File: config.mk
export PLATFORM = sky130hd
export DESIGN_NAME = event_track_dispatcher_flat
export DESIGN_NICKNAME = d
export VERILOG_FILES = /design/src/rtl/core/etd_pkg.sv /design/src/rtl/core/etd_if.sv /design/src/rtl/core/etd_cfg.sv /design/src/rtl/core/etd_ctrl.sv /design/src/rtl/core/event_track_dispatcher.sv /design/src/flat_wrapper.sv
export SDC_FILE = /design/constraint.sdc
export NUM_CORES = 2
export LEC_CHECK = 0
export BUFFER_PORTS_ARGS = -buffer_cell sky130_fd_sc_hd__buf_2
export CORE_MARGIN = 2
export CORE_UTILIZATION = 50
export DETAILED_ROUTE_END_ITERATION = 7
export HOLD_SLACK_MARGIN = 0.06
export PLACE_DENSITY_LB_ADDON = 0.2
export SLEW_MARGIN = 20
export SYNTH_ARGS = -nofsm -noshare
export SYNTH_HDL_FRONTEND = slang
export SYNTH_SLANG_ARGS = --single-unit
File: constraint.sdc
create_clock -name clk -period 8.1 [get_ports clk]
set_input_delay 1.62 -clock clk [delete_from_list [all_inputs] [get_ports clk]]
set_output_delay 1.62 -clock clk [all_outputs]
set_load 0.02 [all_outputs]
File: src/rtl/core/etd_pkg.sv
`timescale 1ns / 1ps

package etd_pkg;

    localparam int CMD_W   = 2;
    localparam int TC_W    = 16;
    localparam int REQ_W   = 7;
    localparam int ST_W    = 2;
    localparam int EVI_W   = 8;
    localparam int TRI_W   = 16;
    localparam int VAL_W   = 16;
    localparam int CFG_W   = 9;
    localparam int DATA_W  = 32;
    localparam int PADDR_W = 3;
    localparam int RIDX_W  = PADDR_W - 2;

    localparam logic [CFG_W-1:0] EVENT_TOTAL_RST = 9'd256;
    localparam logic [CFG_W-1:0] MAX_ACTIVE_RST  = 9'd1;

    localparam logic [RIDX_W-1:0] REG_EVENT_TOTAL = 1'b0;
    localparam logic [RIDX_W-1:0] REG_MAX_ACTIVE  = 1'b1;

    typedef enum logic [CMD_W-1:0] {
        CMD_LOAD  = 2'd0,
        CMD_FETCH = 2'd1,
        CMD_DONE  = 2'd2,
        CMD_ACT   = 2'd3
    } cmd_e;

    typedef enum logic [ST_W-1:0] {
        ST_OK    = 2'd0,
        ST_FULL  = 2'd1,
        ST_EMPTY = 2'd2,
        ST_NONE  = 2'd3
    } status_e;

    typedef struct packed {
        logic [CFG_W-1:0] event_total;
        logic [CFG_W-1:0] max_active;
    } cfg_t;

    typedef struct packed {
        status_e          status;
        logic [EVI_W-1:0] event_index;
        logic [TRI_W-1:0] track_index;
        logic [VAL_W-1:0] value;
        logic             has_tracks;
        logic             done_res;
        logic             last;
    } res_t;

endpackage

File: src/rtl/core/etd_if.sv
`timescale 1ns / 1ps

interface etd_in_if import etd_pkg::*; ();
    logic             valid;
    logic             ready;
    logic [CMD_W-1:0] cmd;
    logic [TC_W-1:0]  track_count;
    logic [REQ_W-1:0] request_count;

    modport source (output valid, output cmd, output track_count, output request_count,
                    input ready);
    modport sink (input valid, input cmd, input track_count, input request_count,
                  output ready);
endinterface

interface etd_out_if import etd_pkg::*; ();
    logic             valid;
    logic             ready;
    logic [ST_W-1:0]  status;
    logic [EVI_W-1:0] event_index;
    logic [TRI_W-1:0] track_index;
    logic [VAL_W-1:0] value;
    logic             has_tracks;
    logic             done_res;
    logic             last;

    modport source (output valid, output status, output event_index, output track_index,
                    output value, output has_tracks, output done_res, output last,
                    input ready);
    modport sink (input valid, input status, input event_index, input track_index,
                  input value, input has_tracks, input done_res, input last,
                  output ready);
endinterface

File: src/rtl/core/etd_cfg.sv
`timescale 1ns / 1ps

module etd_cfg import etd_pkg::*;
(
    input  logic               clk,
    input  logic               rst_n,
    input  logic               psel,
    input  logic               penable,
    input  logic               pwrite,
    input  logic [PADDR_W-1:0] paddr,
    input  logic [DATA_W-1:0]  pwdata,
    output logic [DATA_W-1:0]  prdata,
    output logic               pready,
    output cfg_t               cfg
);

    logic [CFG_W-1:0]  event_total_reg;
    logic [CFG_W-1:0]  max_active_reg;
    logic [RIDX_W-1:0] reg_idx;
    logic              wr_en;

    assign reg_idx = paddr[PADDR_W-1:2];
    assign wr_en   = psel && penable && pwrite;
    assign pready  = 1'b1;

    always_ff @(posedge clk or negedge rst_n)
    begin
        if (!rst_n)
        begin
            event_total_reg <= EVENT_TOTAL_RST;
            max_active_reg  <= MAX_ACTIVE_RST;
        end
        else if (wr_en)
        begin
            unique case (reg_idx)
                REG_EVENT_TOTAL: event_total_reg <= pwdata[CFG_W-1:0];
                REG_MAX_ACTIVE:  max_active_reg  <= pwdata[CFG_W-1:0];
            endcase
        end
    end

    always_comb
    begin
        unique case (reg_idx)
            REG_EVENT_TOTAL: prdata = DATA_W'(event_total_reg);
            REG_MAX_ACTIVE:  prdata = DATA_W'(max_active_reg);
        endcase
    end

    assign cfg.event_total = event_total_reg;
    assign cfg.max_active  = max_active_reg;

endmodule

File: src/rtl/core/etd_ctrl.sv
`timescale 1ns / 1ps

module etd_ctrl import etd_pkg::*;
#(
    parameter int MAX_EVENTS = 256,
    parameter int TRACK_BITS = 16,
    parameter int BASKET_MAX = 64
)
(
    input  logic      clk,
    input  logic      rst_n,
    input  cfg_t      cfg,
    etd_in_if.sink    req,
    etd_out_if.source rsp
);

    localparam int EV_CAP = (MAX_EVENTS < 511) ? MAX_EVENTS : 511;
    localparam int CNT_W  = $clog2(EV_CAP + 1);
    localparam int IDX_W  = (MAX_EVENTS > 1) ? $clog2(MAX_EVENTS) : 1;
    localparam int CW     = ((IDX_W > CFG_W) ? IDX_W : CFG_W) + 1;
    localparam int DISP_W = TRACK_BITS + 1;

    localparam logic [CFG_W-1:0] EV_CAP_C   = CFG_W'(EV_CAP);
    localparam logic [IDX_W-1:0] LAST_SLOT  = IDX_W'(MAX_EVENTS - 1);
    localparam logic [REQ_W-1:0] BASKET_LIM = REQ_W'(BASKET_MAX);

    typedef enum logic [2:0] {
        S_IDLE,
        S_LOAD,
        S_ACT,
        S_EVAL,
        S_RD,
        S_NONE
    } state_t;

    state_t                state_reg;
    logic [CNT_W-1:0]      loaded_reg;
    logic [CNT_W-1:0]      la1_reg;
    logic [CNT_W-1:0]      active_reg;
    logic [IDX_W-1:0]      ce_reg;
    logic [DISP_W-1:0]     disp_reg;
    logic                  tracks_reg;
    logic                  served_reg;
    logic                  done_reg;
    logic [REQ_W-1:0]      reqn_reg;
    logic [REQ_W-1:0]      k_reg;
    logic [TRACK_BITS-1:0] tc_reg;
    logic                  res_valid_reg;
    res_t                  res_reg;

    logic [TRACK_BITS-1:0] primary_mem [MAX_EVENTS];
    logic [TRACK_BITS-1:0] rdata_reg;

    cmd_e                  cmd_in;
    logic [REQ_W-1:0]      req_sat;
    logic [CFG_W-1:0]      eff;
    logic [CFG_W-1:0]      act_x;
    logic [CFG_W-1:0]      la_x;
    logic [CFG_W-1:0]      steps;
    logic [CFG_W-1:0]      room;
    logic [CFG_W-1:0]      n_act;
    logic                  can_act;
    logic [TRACK_BITS-1:0] prim;
    logic                  hit;
    logic                  at_end;
    logic                  is_final;
    logic [DISP_W-1:0]     disp_inc;
    logic [REQ_W-1:0]      k_inc;
    logic                  out_free;
    logic                  full;
    logic                  mem_we;
    logic                  emit;
    res_t                  emit_res;

    assign cmd_in   = cmd_e'(req.cmd);
    assign req_sat  = (req.request_count > BASKET_LIM) ? BASKET_LIM : req.request_count;
    assign out_free = !res_valid_reg || rsp.ready;

    // A zero event total counts as one slot, and a value above the pool as the whole pool.
    always_comb
    begin
        if (cfg.event_total == '0)
        begin
            eff = CFG_W'(1);
        end
        else if (cfg.event_total > EV_CAP_C)
        begin
            eff = EV_CAP_C;
        end
        else
        begin
            eff = cfg.event_total;
        end
    end

    // The admission loop in closed form: stop at the window limit or once the
    // final slot is admitted, whichever comes first. la1_reg holds last active + 1.
    always_comb
    begin
        act_x   = CFG_W'(active_reg);
        la_x    = CFG_W'(la1_reg);
        steps   = (eff > la_x) ? (eff - la_x) : CFG_W'(1);
        room    = cfg.max_active - act_x;
        can_act = !served_reg && (act_x < cfg.max_active);
        n_act   = can_act ? ((room < steps) ? room : steps) : '0;
    end

    // Slots at or above the fill count were never loaded and read as zero.
    assign prim     = (CW'(ce_reg) < CW'(loaded_reg)) ? rdata_reg : '0;
    assign hit      = disp_reg < {1'b0, prim};
    assign at_end   = ((CW'(ce_reg) + CW'(1)) >= CW'(la1_reg)) || (ce_reg == LAST_SLOT);
    assign is_final = (CW'(ce_reg) + CW'(1)) == CW'(eff);
    assign disp_inc = (&disp_reg) ? disp_reg : (disp_reg + DISP_W'(1));
    assign k_inc    = k_reg + REQ_W'(1);
    assign full     = CFG_W'(loaded_reg) >= eff;
    assign mem_we   = (state_reg == S_LOAD) && out_free && !full;

    always_comb
    begin
        emit                = 1'b0;
        emit_res            = '0;
        emit_res.has_tracks = tracks_reg;
        emit_res.done_res   = done_reg;
        emit_res.last       = 1'b1;
        unique case (state_reg)
            S_LOAD:
            begin
                emit = out_free;
                if (full)
                begin
                    emit_res.status = ST_FULL;
                end
                else if (tc_reg == '0)
                begin
                    emit_res.status      = ST_EMPTY;
                    emit_res.event_index = EVI_W'(loaded_reg);
                end
                else
                begin
                    emit_res.status      = ST_OK;
                    emit_res.event_index = EVI_W'(loaded_reg);
                    emit_res.value       = VAL_W'(tc_reg);
                end
            end
            S_ACT:
            begin
                emit                = out_free;
                emit_res.status     = ST_OK;
                emit_res.value      = VAL_W'(n_act);
                emit_res.has_tracks = tracks_reg || can_act;
            end
            S_EVAL:
            begin
                emit                 = out_free && hit;
                emit_res.status      = ST_OK;
                emit_res.event_index = EVI_W'(ce_reg);
                emit_res.track_index = TRI_W'(disp_reg);
                emit_res.last        = (k_inc == reqn_reg);
            end
            S_NONE:
            begin
                emit            = out_free;
                emit_res.status = ST_NONE;
            end
            S_IDLE, S_RD:
            begin
                emit = 1'b0;
            end
        endcase
    end

    always_ff @(posedge clk)
    begin
        if (mem_we)
        begin
            primary_mem[IDX_W'(loaded_reg)] <= tc_reg;
        end
        rdata_reg <= primary_mem[ce_reg];
    end

    always_ff @(posedge clk or negedge rst_n)
    begin
        if (!rst_n)
        begin
            state_reg     <= S_IDLE;
            loaded_reg    <= '0;
            la1_reg       <= '0;
            active_reg    <= '0;
            ce_reg        <= '0;
            disp_reg      <= '0;
            tracks_reg    <= 1'b0;
            served_reg    <= 1'b0;
            done_reg      <= 1'b0;
            reqn_reg      <= '0;
            k_reg         <= '0;
            tc_reg        <= '0;
            res_valid_reg <= 1'b0;
            res_reg       <= '0;
        end
        else
        begin
            if (emit)
            begin
                res_valid_reg <= 1'b1;
                res_reg       <= emit_res;
            end
            else if (rsp.ready)
            begin
                res_valid_reg <= 1'b0;
            end

            unique case (state_reg)
                S_IDLE:
                begin
                    if (req.valid)
                    begin
                        unique case (cmd_in)
                            CMD_LOAD:
                            begin
                                tc_reg    <= TRACK_BITS'(req.track_count);
                                state_reg <= S_LOAD;
                            end
                            CMD_FETCH:
                            begin
                                reqn_reg  <= req_sat;
                                k_reg     <= '0;
                                state_reg <= (tracks_reg && (req_sat != '0)) ? S_EVAL : S_NONE;
                            end
                            CMD_DONE:
                            begin
                                if (active_reg != '0)
                                begin
                                    active_reg <= active_reg - CNT_W'(1);
                                end
                                state_reg <= S_ACT;
                            end
                            CMD_ACT:
                            begin
                                state_reg <= S_ACT;
                            end
                        endcase
                    end
                end
                S_LOAD:
                begin
                    if (out_free)
                    begin
                        if (!full)
                        begin
                            loaded_reg <= loaded_reg + CNT_W'(1);
                        end
                        state_reg <= S_IDLE;
                    end
                end
                S_ACT:
                begin
                    if (out_free)
                    begin
                        active_reg <= CNT_W'(act_x + n_act);
                        la1_reg    <= CNT_W'(la_x + n_act);
                        served_reg <= served_reg || (can_act && (n_act == steps));
                        tracks_reg <= tracks_reg || can_act;
                        state_reg  <= S_IDLE;
                    end
                end
                S_EVAL:
                begin
                    // Only the current event's dispatched count is ever touched, so it
                    // lives here and starts from zero whenever the walk moves on.
                    if (hit)
                    begin
                        if (out_free)
                        begin
                            disp_reg <= disp_inc;
                            k_reg    <= k_inc;
                            if (k_inc == reqn_reg)
                            begin
                                state_reg <= S_IDLE;
                            end
                        end
                    end
                    else if (at_end)
                    begin
                        disp_reg   <= disp_inc;
                        tracks_reg <= 1'b0;
                        if (is_final)
                        begin
                            done_reg <= 1'b1;
                        end
                        state_reg <= S_NONE;
                    end
                    else
                    begin
                        ce_reg    <= ce_reg + IDX_W'(1);
                        disp_reg  <= '0;
                        state_reg <= S_RD;
                    end
                end
                S_RD:
                begin
                    state_reg <= S_EVAL;
                end
                S_NONE:
                begin
                    if (out_free)
                    begin
                        state_reg <= S_IDLE;
                    end
                end
            endcase
        end
    end

    assign req.ready       = (state_reg == S_IDLE);
    assign rsp.valid       = res_valid_reg;
    assign rsp.status      = res_reg.status;
    assign rsp.event_index = res_reg.event_index;
    assign rsp.track_index = res_reg.track_index;
    assign rsp.value       = res_reg.value;
    assign rsp.has_tracks  = res_reg.has_tracks;
    assign rsp.done_res    = res_reg.done_res;
    assign rsp.last        = res_reg.last;

    a_walk_in_window: assert property (@(posedge clk) disable iff (!rst_n)
        (la1_reg != '0) |-> (CW'(ce_reg) < CW'(la1_reg)))
        else $error("current event passed the last active event");

    a_active_bound: assert property (@(posedge clk) disable iff (!rst_n)
        CW'(active_reg) <= CW'(la1_reg))
        else $error("active count exceeds activated events");

    a_served_sticky: assert property (@(posedge clk) disable iff (!rst_n)
        served_reg |=> served_reg)
        else $error("served flag dropped");

    a_walk_state: assert property (@(posedge clk) disable iff (!rst_n)
        ((state_reg == S_EVAL) || (state_reg == S_RD)) |-> (tracks_reg && (k_reg < reqn_reg)))
        else $error("fetch walk running without tracks or past its request");

endmodule

File: src/rtl/core/event_track_dispatcher.sv
`timescale 1ns / 1ps

// Event track dispatcher: a pool of event slots whose primary-track counts sit in a
// synchronous memory with a registered read, loaded in slot order and walked
// by fetch commands. Each input transaction is handled to completion before the next
// is accepted; results leave through an output register, so the next transaction is
// taken while the final result still waits. Load, activate and complete are accepted,
// then give a result. A fetch is accepted, then hands out one track per cycle while
// the output register is free, spends an evaluation plus the memory read of the next
// slot's count on each drained event passed over, and gives a closing no-track result
// when there is one; a walk that stops on the last active event drained spends one
// more evaluation on that event before the closing result. Slots not yet loaded read
// as zero through a fill count, so there is no clearing pass after reset.
module event_track_dispatcher import etd_pkg::*;
#(
    parameter int MAX_EVENTS = 256,
    parameter int TRACK_BITS = 16,
    parameter int BASKET_MAX = 64
)
(
    input  logic               clk,
    input  logic               rst_n,
    input  logic               psel,
    input  logic               penable,
    input  logic               pwrite,
    input  logic [PADDR_W-1:0] paddr,
    input  logic [DATA_W-1:0]  pwdata,
    output logic [DATA_W-1:0]  prdata,
    output logic               pready,
    etd_in_if.sink             req,
    etd_out_if.source          rsp
);

    cfg_t cfg;

    etd_cfg u_cfg (
        .clk     (clk),
        .rst_n   (rst_n),
        .psel    (psel),
        .penable (penable),
        .pwrite  (pwrite),
        .paddr   (paddr),
        .pwdata  (pwdata),
        .prdata  (prdata),
        .pready  (pready),
        .cfg     (cfg)
    );

    etd_ctrl #(
        .MAX_EVENTS (MAX_EVENTS),
        .TRACK_BITS (TRACK_BITS),
        .BASKET_MAX (BASKET_MAX)
    ) u_ctrl (
        .clk   (clk),
        .rst_n (rst_n),
        .cfg   (cfg),
        .req   (req),
        .rsp   (rsp)
    );

endmodule

File: src/flat_wrapper.sv
// flat-port wrapper written by rule: the top's interface ports become plain ports
module event_track_dispatcher_flat import etd_pkg::*;
#(
    parameter int MAX_EVENTS = 256,
    parameter int TRACK_BITS = 16,
    parameter int BASKET_MAX = 64
)
  (clk, rst_n, psel, penable, pwrite, paddr, pwdata, prdata, pready, req_valid, req_cmd, req_track_count, req_request_count, req_ready, rsp_valid, rsp_status, rsp_event_index, rsp_track_index, rsp_value, rsp_has_tracks, rsp_done_res, rsp_last, rsp_ready);
  etd_in_if req_i ();
  etd_out_if rsp_i ();
  input  logic clk;
  input  logic rst_n;
  input  logic psel;
  input  logic penable;
  input  logic pwrite;
  input  logic [PADDR_W-1:0] paddr;
  input  logic [DATA_W-1:0] pwdata;
  output logic [DATA_W-1:0] prdata;
  output logic pready;
  input wire logic [$bits(req_i.valid)-1:0] req_valid;
  input wire logic [$bits(req_i.cmd)-1:0] req_cmd;
  input wire logic [$bits(req_i.track_count)-1:0] req_track_count;
  input wire logic [$bits(req_i.request_count)-1:0] req_request_count;
  output wire logic [$bits(req_i.ready)-1:0] req_ready;
  output wire logic [$bits(rsp_i.valid)-1:0] rsp_valid;
  output wire logic [$bits(rsp_i.status)-1:0] rsp_status;
  output wire logic [$bits(rsp_i.event_index)-1:0] rsp_event_index;
  output wire logic [$bits(rsp_i.track_index)-1:0] rsp_track_index;
  output wire logic [$bits(rsp_i.value)-1:0] rsp_value;
  output wire logic [$bits(rsp_i.has_tracks)-1:0] rsp_has_tracks;
  output wire logic [$bits(rsp_i.done_res)-1:0] rsp_done_res;
  output wire logic [$bits(rsp_i.last)-1:0] rsp_last;
  input wire logic [$bits(rsp_i.ready)-1:0] rsp_ready;
  assign req_i.valid = req_valid;
  assign req_i.cmd = req_cmd;
  assign req_i.track_count = req_track_count;
  assign req_i.request_count = req_request_count;
  assign req_ready = req_i.ready;
  assign rsp_valid = rsp_i.valid;
  assign rsp_status = rsp_i.status;
  assign rsp_event_index = rsp_i.event_index;
  assign rsp_track_index = rsp_i.track_index;
  assign rsp_value = rsp_i.value;
  assign rsp_has_tracks = rsp_i.has_tracks;
  assign rsp_done_res = rsp_i.done_res;
  assign rsp_last = rsp_i.last;
  assign rsp_i.ready = rsp_ready;
  event_track_dispatcher #(.MAX_EVENTS(MAX_EVENTS), .TRACK_BITS(TRACK_BITS), .BASKET_MAX(BASKET_MAX)) u_core (.clk(clk), .rst_n(rst_n), .psel(psel), .penable(penable), .pwrite(pwrite), .paddr(paddr), .pwdata(pwdata), .prdata(prdata), .pready(pready), .req(req_i), .rsp(rsp_i));
endmodule
==> flow_metrics.tcl <==
set metrics [dict create \
    hp-start "u_core.u_ctrl.rsp.value[6]$_DFFE_PN0P_" \
    clockRootBuffer "clkbuf_16" \
    critical_path.most_common_cell "o21ai_0" \
    combPwrFrac 0.286 \
    dp_slack_ns 0.928 \
    yosys_warnings 0 \
    grt_pass1_wl_um 618000 \
    clk_pin_slew_worst_paths_ns 0.06 \
    slew-limit-headroom 0.144 \
    p_leak_nw 59.9 \
    die_x_um 583 \
    cts.repair.resized 0 \
    grt_max_degree 209 \
    whs_ns 0.486 \
    ys.flop_type "edfxtp_1" \
    worstPathMaxFanout 10 \
    net-switching-power_mw 21.3 \
    r2r_slack_ns 0.83 \
    path_buf_inv 3 \
    outcome "completed" \
    area.growth.synth_to_final_pct 12.6 \
    syn_area_per_cell_um2 21.8 \
    cts.sinks 4264 \
    powerDensity_nw_per_um2 357 \
    die_y_um 583 \
    final_common_cell "edfxtp_1" \
    largest_reg_flops 4096 \
    ctsHoldBuffers 0 \
    r2r-end "u_core.u_ctrl.act_x[8]$_DFFE_PN0P_" \
    drt-total-wl_um 436000 \
    first_pass_iters 6 \
    cts_made_buffers 434 \
    power_frac_seq 0.427 \
    synth.distinct_cells 80 \
    synth_area_um2 168000 \
    timing.final.ws_setup_ns 0.828 \
    dpl.hpwl_um 257000 \
    cp_top_family "compound AO/OA/AOI/OAI gates" \
    p_int_mw 46.1 \
    cp_slowest_cell "o31ai_1" \
    design.die.area_um2 340000 \
    start_util 0.502 \
    async_flop_share 0.0356 \
    clk-insertion-delay-late_ns 0.98 \
    finalSetupViolCount 0 \
    num_rows 212 \
    end_kind "flop" \
    ios 147 \
    crit_path_start_kind "flop" \
    hold_end "u_core.u_ctrl.rsp.value[6]$_DFFE_PN0P_" \
    startpoint "u_core.u_cfg.event_total_reg[8]$_DFFE_PN1P_" \
    cts_max_level 5 \
    ys_seq_area_frac 0.759 \
    p_clk_frac 0.287 \
    rsz0062_at_grt "false" \
    core_area_um2 333000 \
    drtIter0Drc 10337 \
    antenna_left 0 \
    period_needed_ns 7.27 \
    crit_required_ns 8.98 \
    reg2reg_from "u_core.u_cfg.event_total_reg[8]$_DFFE_PN1P_" \
    vias_per_cell 6.36 \
    drc 0 \
    r2r_cells 27 \
    min_path_type "flop to flop" \
    drive_above_1_share 0.286 \
    crit_type "flop to flop" \
    finish.utilization 0.566 \
    max_freq_mhz 138 \
    post-route-period-util 0.898 \
    grt-ovfl-total 0 \
    clock_skew_ns 0.0577 \
    vias 82161 \
    max_stage_delay_ns 0.72 \
    worst_slew_pin_slew_ns 1.28 \
    synth_edf_count 4096 \
    cts_tree "built" \
    numPortBuffers 97 \
    antenna_found_initial 26 \
    layout_common_cells "edfxtp_1 (4096), mux4_2 (1185), clkbuf_16 (440), buf_4 (304), nor2_1 (265)" \
    cts_setup_buffers 0 \
    finalNetCount 8310 \
    min_path_cells 2 \
    ctsLongestPathBuffers 4 \
    wl_per_cell_um 33.8 \
    synthCells 7693 \
    hold_viol 0 \
    report.final.slew_viol_count 0 \
    ys_ff_latch 4264 \
    cp_data_arrival_time_ns 8.16 \
    switching_share 0.316 \
    setup_tns_ns 0 \
    grtUsageTotal 0.256 \
    grt_pass1_vias 81485 \
    cap_violations 0 \
    vdd_drop_max_uv 270 \
    place.gp.congestion 0.844 \
]
## layer usage
metal / wire, um / global-route usage
met1: 178000 / 0.373
met2: 207000 / 0.401
met3: 38100 / 0.0465
met4: 13400 / 0.0736
met5: 87 / 0
## worst max-delay path by stage
stage / end / depth (start not counted)
after floorplan: u_core.u_ctrl.la1_reg[8]$_DFFE_PN0P_ / 29
after global placement: u_core.u_ctrl.act_x[8]$_DFFE_PN0P_ / 27
after detailed placement: u_core.u_ctrl.act_x[8]$_DFFE_PN0P_ / 27
after CTS: u_core.u_ctrl.act_x[8]$_DFFE_PN0P_ / 27
after global routing: u_core.u_ctrl.act_x[8]$_DFFE_PN0P_ / 27
final: u_core.u_ctrl.act_x[8]$_DFFE_PN0P_ / 27
## power groups by stage
stage | registers, mW | clock network [mW] | logic, mW
global route | 28.8 | 20.5 | 20.4
floorplan | 30.4 | 0 | 11.4
CTS | 28.7 | 19.6 | 19.4
finish | 28.8 | 19.3 | 19.2
detailed placement | 29.2 | 0 | 19.3
global placement | 29.1 | 0 | 19.0
## cells by family (layout without fill, tap and decap cells)
| family | count (synthesis) | count (layout) | share of synthesized area |
|---|---|---|---|
| other | 2 | 35 | 0.0000448 |
| DFF | 4264 | 4264 | 0.759 |
| buffers and inverters | 499 | 1295 | 0.0145 |
| and+or+nand+nor | 851 | 851 | 0.0222 |
| muxes | 1395 | 1395 | 0.172 |
| adders and majority gates | 93 | 93 | 0.00711 |
| AOI/OAI and AO/OA | 514 | 514 | 0.0212 |
| xor gates and xnor gates | 75 | 75 | 0.00392 |
## cell usage after synthesis (18+ instances only)
library cell | n | area (um2)
buf_2 | 101 | 505
nor2_1 | 369 | 1390
nand2b_1 | 19 | 119
buf_4 | 64 | 480
nand3_1 | 63 | 315
o22ai_1 | 45 | 282
buf_1 | 52 | 195
a31oi_1 | 19 | 119
mux4_2 | 1185 | 26700
inv_1 | 67 | 251
clkbuf_1 | 187 | 702
edfxtp_1 | 4096 | 123000
mux2i_1 | 160 | 1600
dfrtp_1 | 150 | 3750
o221ai_1 | 69 | 604
a21oi_1 | 93 | 465
nand2_1 | 242 | 908
mux2_2 | 50 | 563
nor3_1 | 41 | 205
a211oi_1 | 20 | 150
xnor2_1 | 57 | 499
xor2_1 | 18 | 158
buf_6 | 23 | 259
a22o_1 | 27 | 236
ha_1 | 88 | 1100
o21ai_0 | 99 | 495
## metrics by stage
| step | std cells | cell area, um2 | power (mW) |
|---|---|---|---|
| 2_1_floorplan | 7715 | 168000 | 41.8 |
| 3_3_place_gp | 12099 | 175000 | 48.2 |
| 3_5_place_dp | 12099 | 175000 | 48.5 |
| 4_1_cts | 12895 | 188000 | 67.7 |
| 5_1_grt | 12904 | 189000 | 69.7 |
| 6_report | 12909 | 189000 | 67.3 |
## layout make-up
| class | count | area, um2 |
|---|---|---|
| flip-flops and latches | 4264 | 127000 |
| clock inverters | 255 | 2210 |
| diodes | 11 | 27.5 |
| multi-input cells | 2952 | 38600 |
| clock buffers | 541 | 11500 |
| well taps | 4387 | 5490 |
| inverters | 71 | 279 |
| repair buffers | 428 | 3320 |
| fillers | 24289 | 145000 |
## worst register-to-register path, delay by kind of cell, from the launching register on
kind / cells / cell delay, ns
flops: 1 / 0.59
mux: 2 / 0.51
buf+inv: 3 / 0.48
compound gates: 12 / 3.21
xor+xnor: 1 / 0.13
fa+ha+maj: 3 / 1.09
simple gates: 6 / 1.22
(Power assumes the default switching activity.)
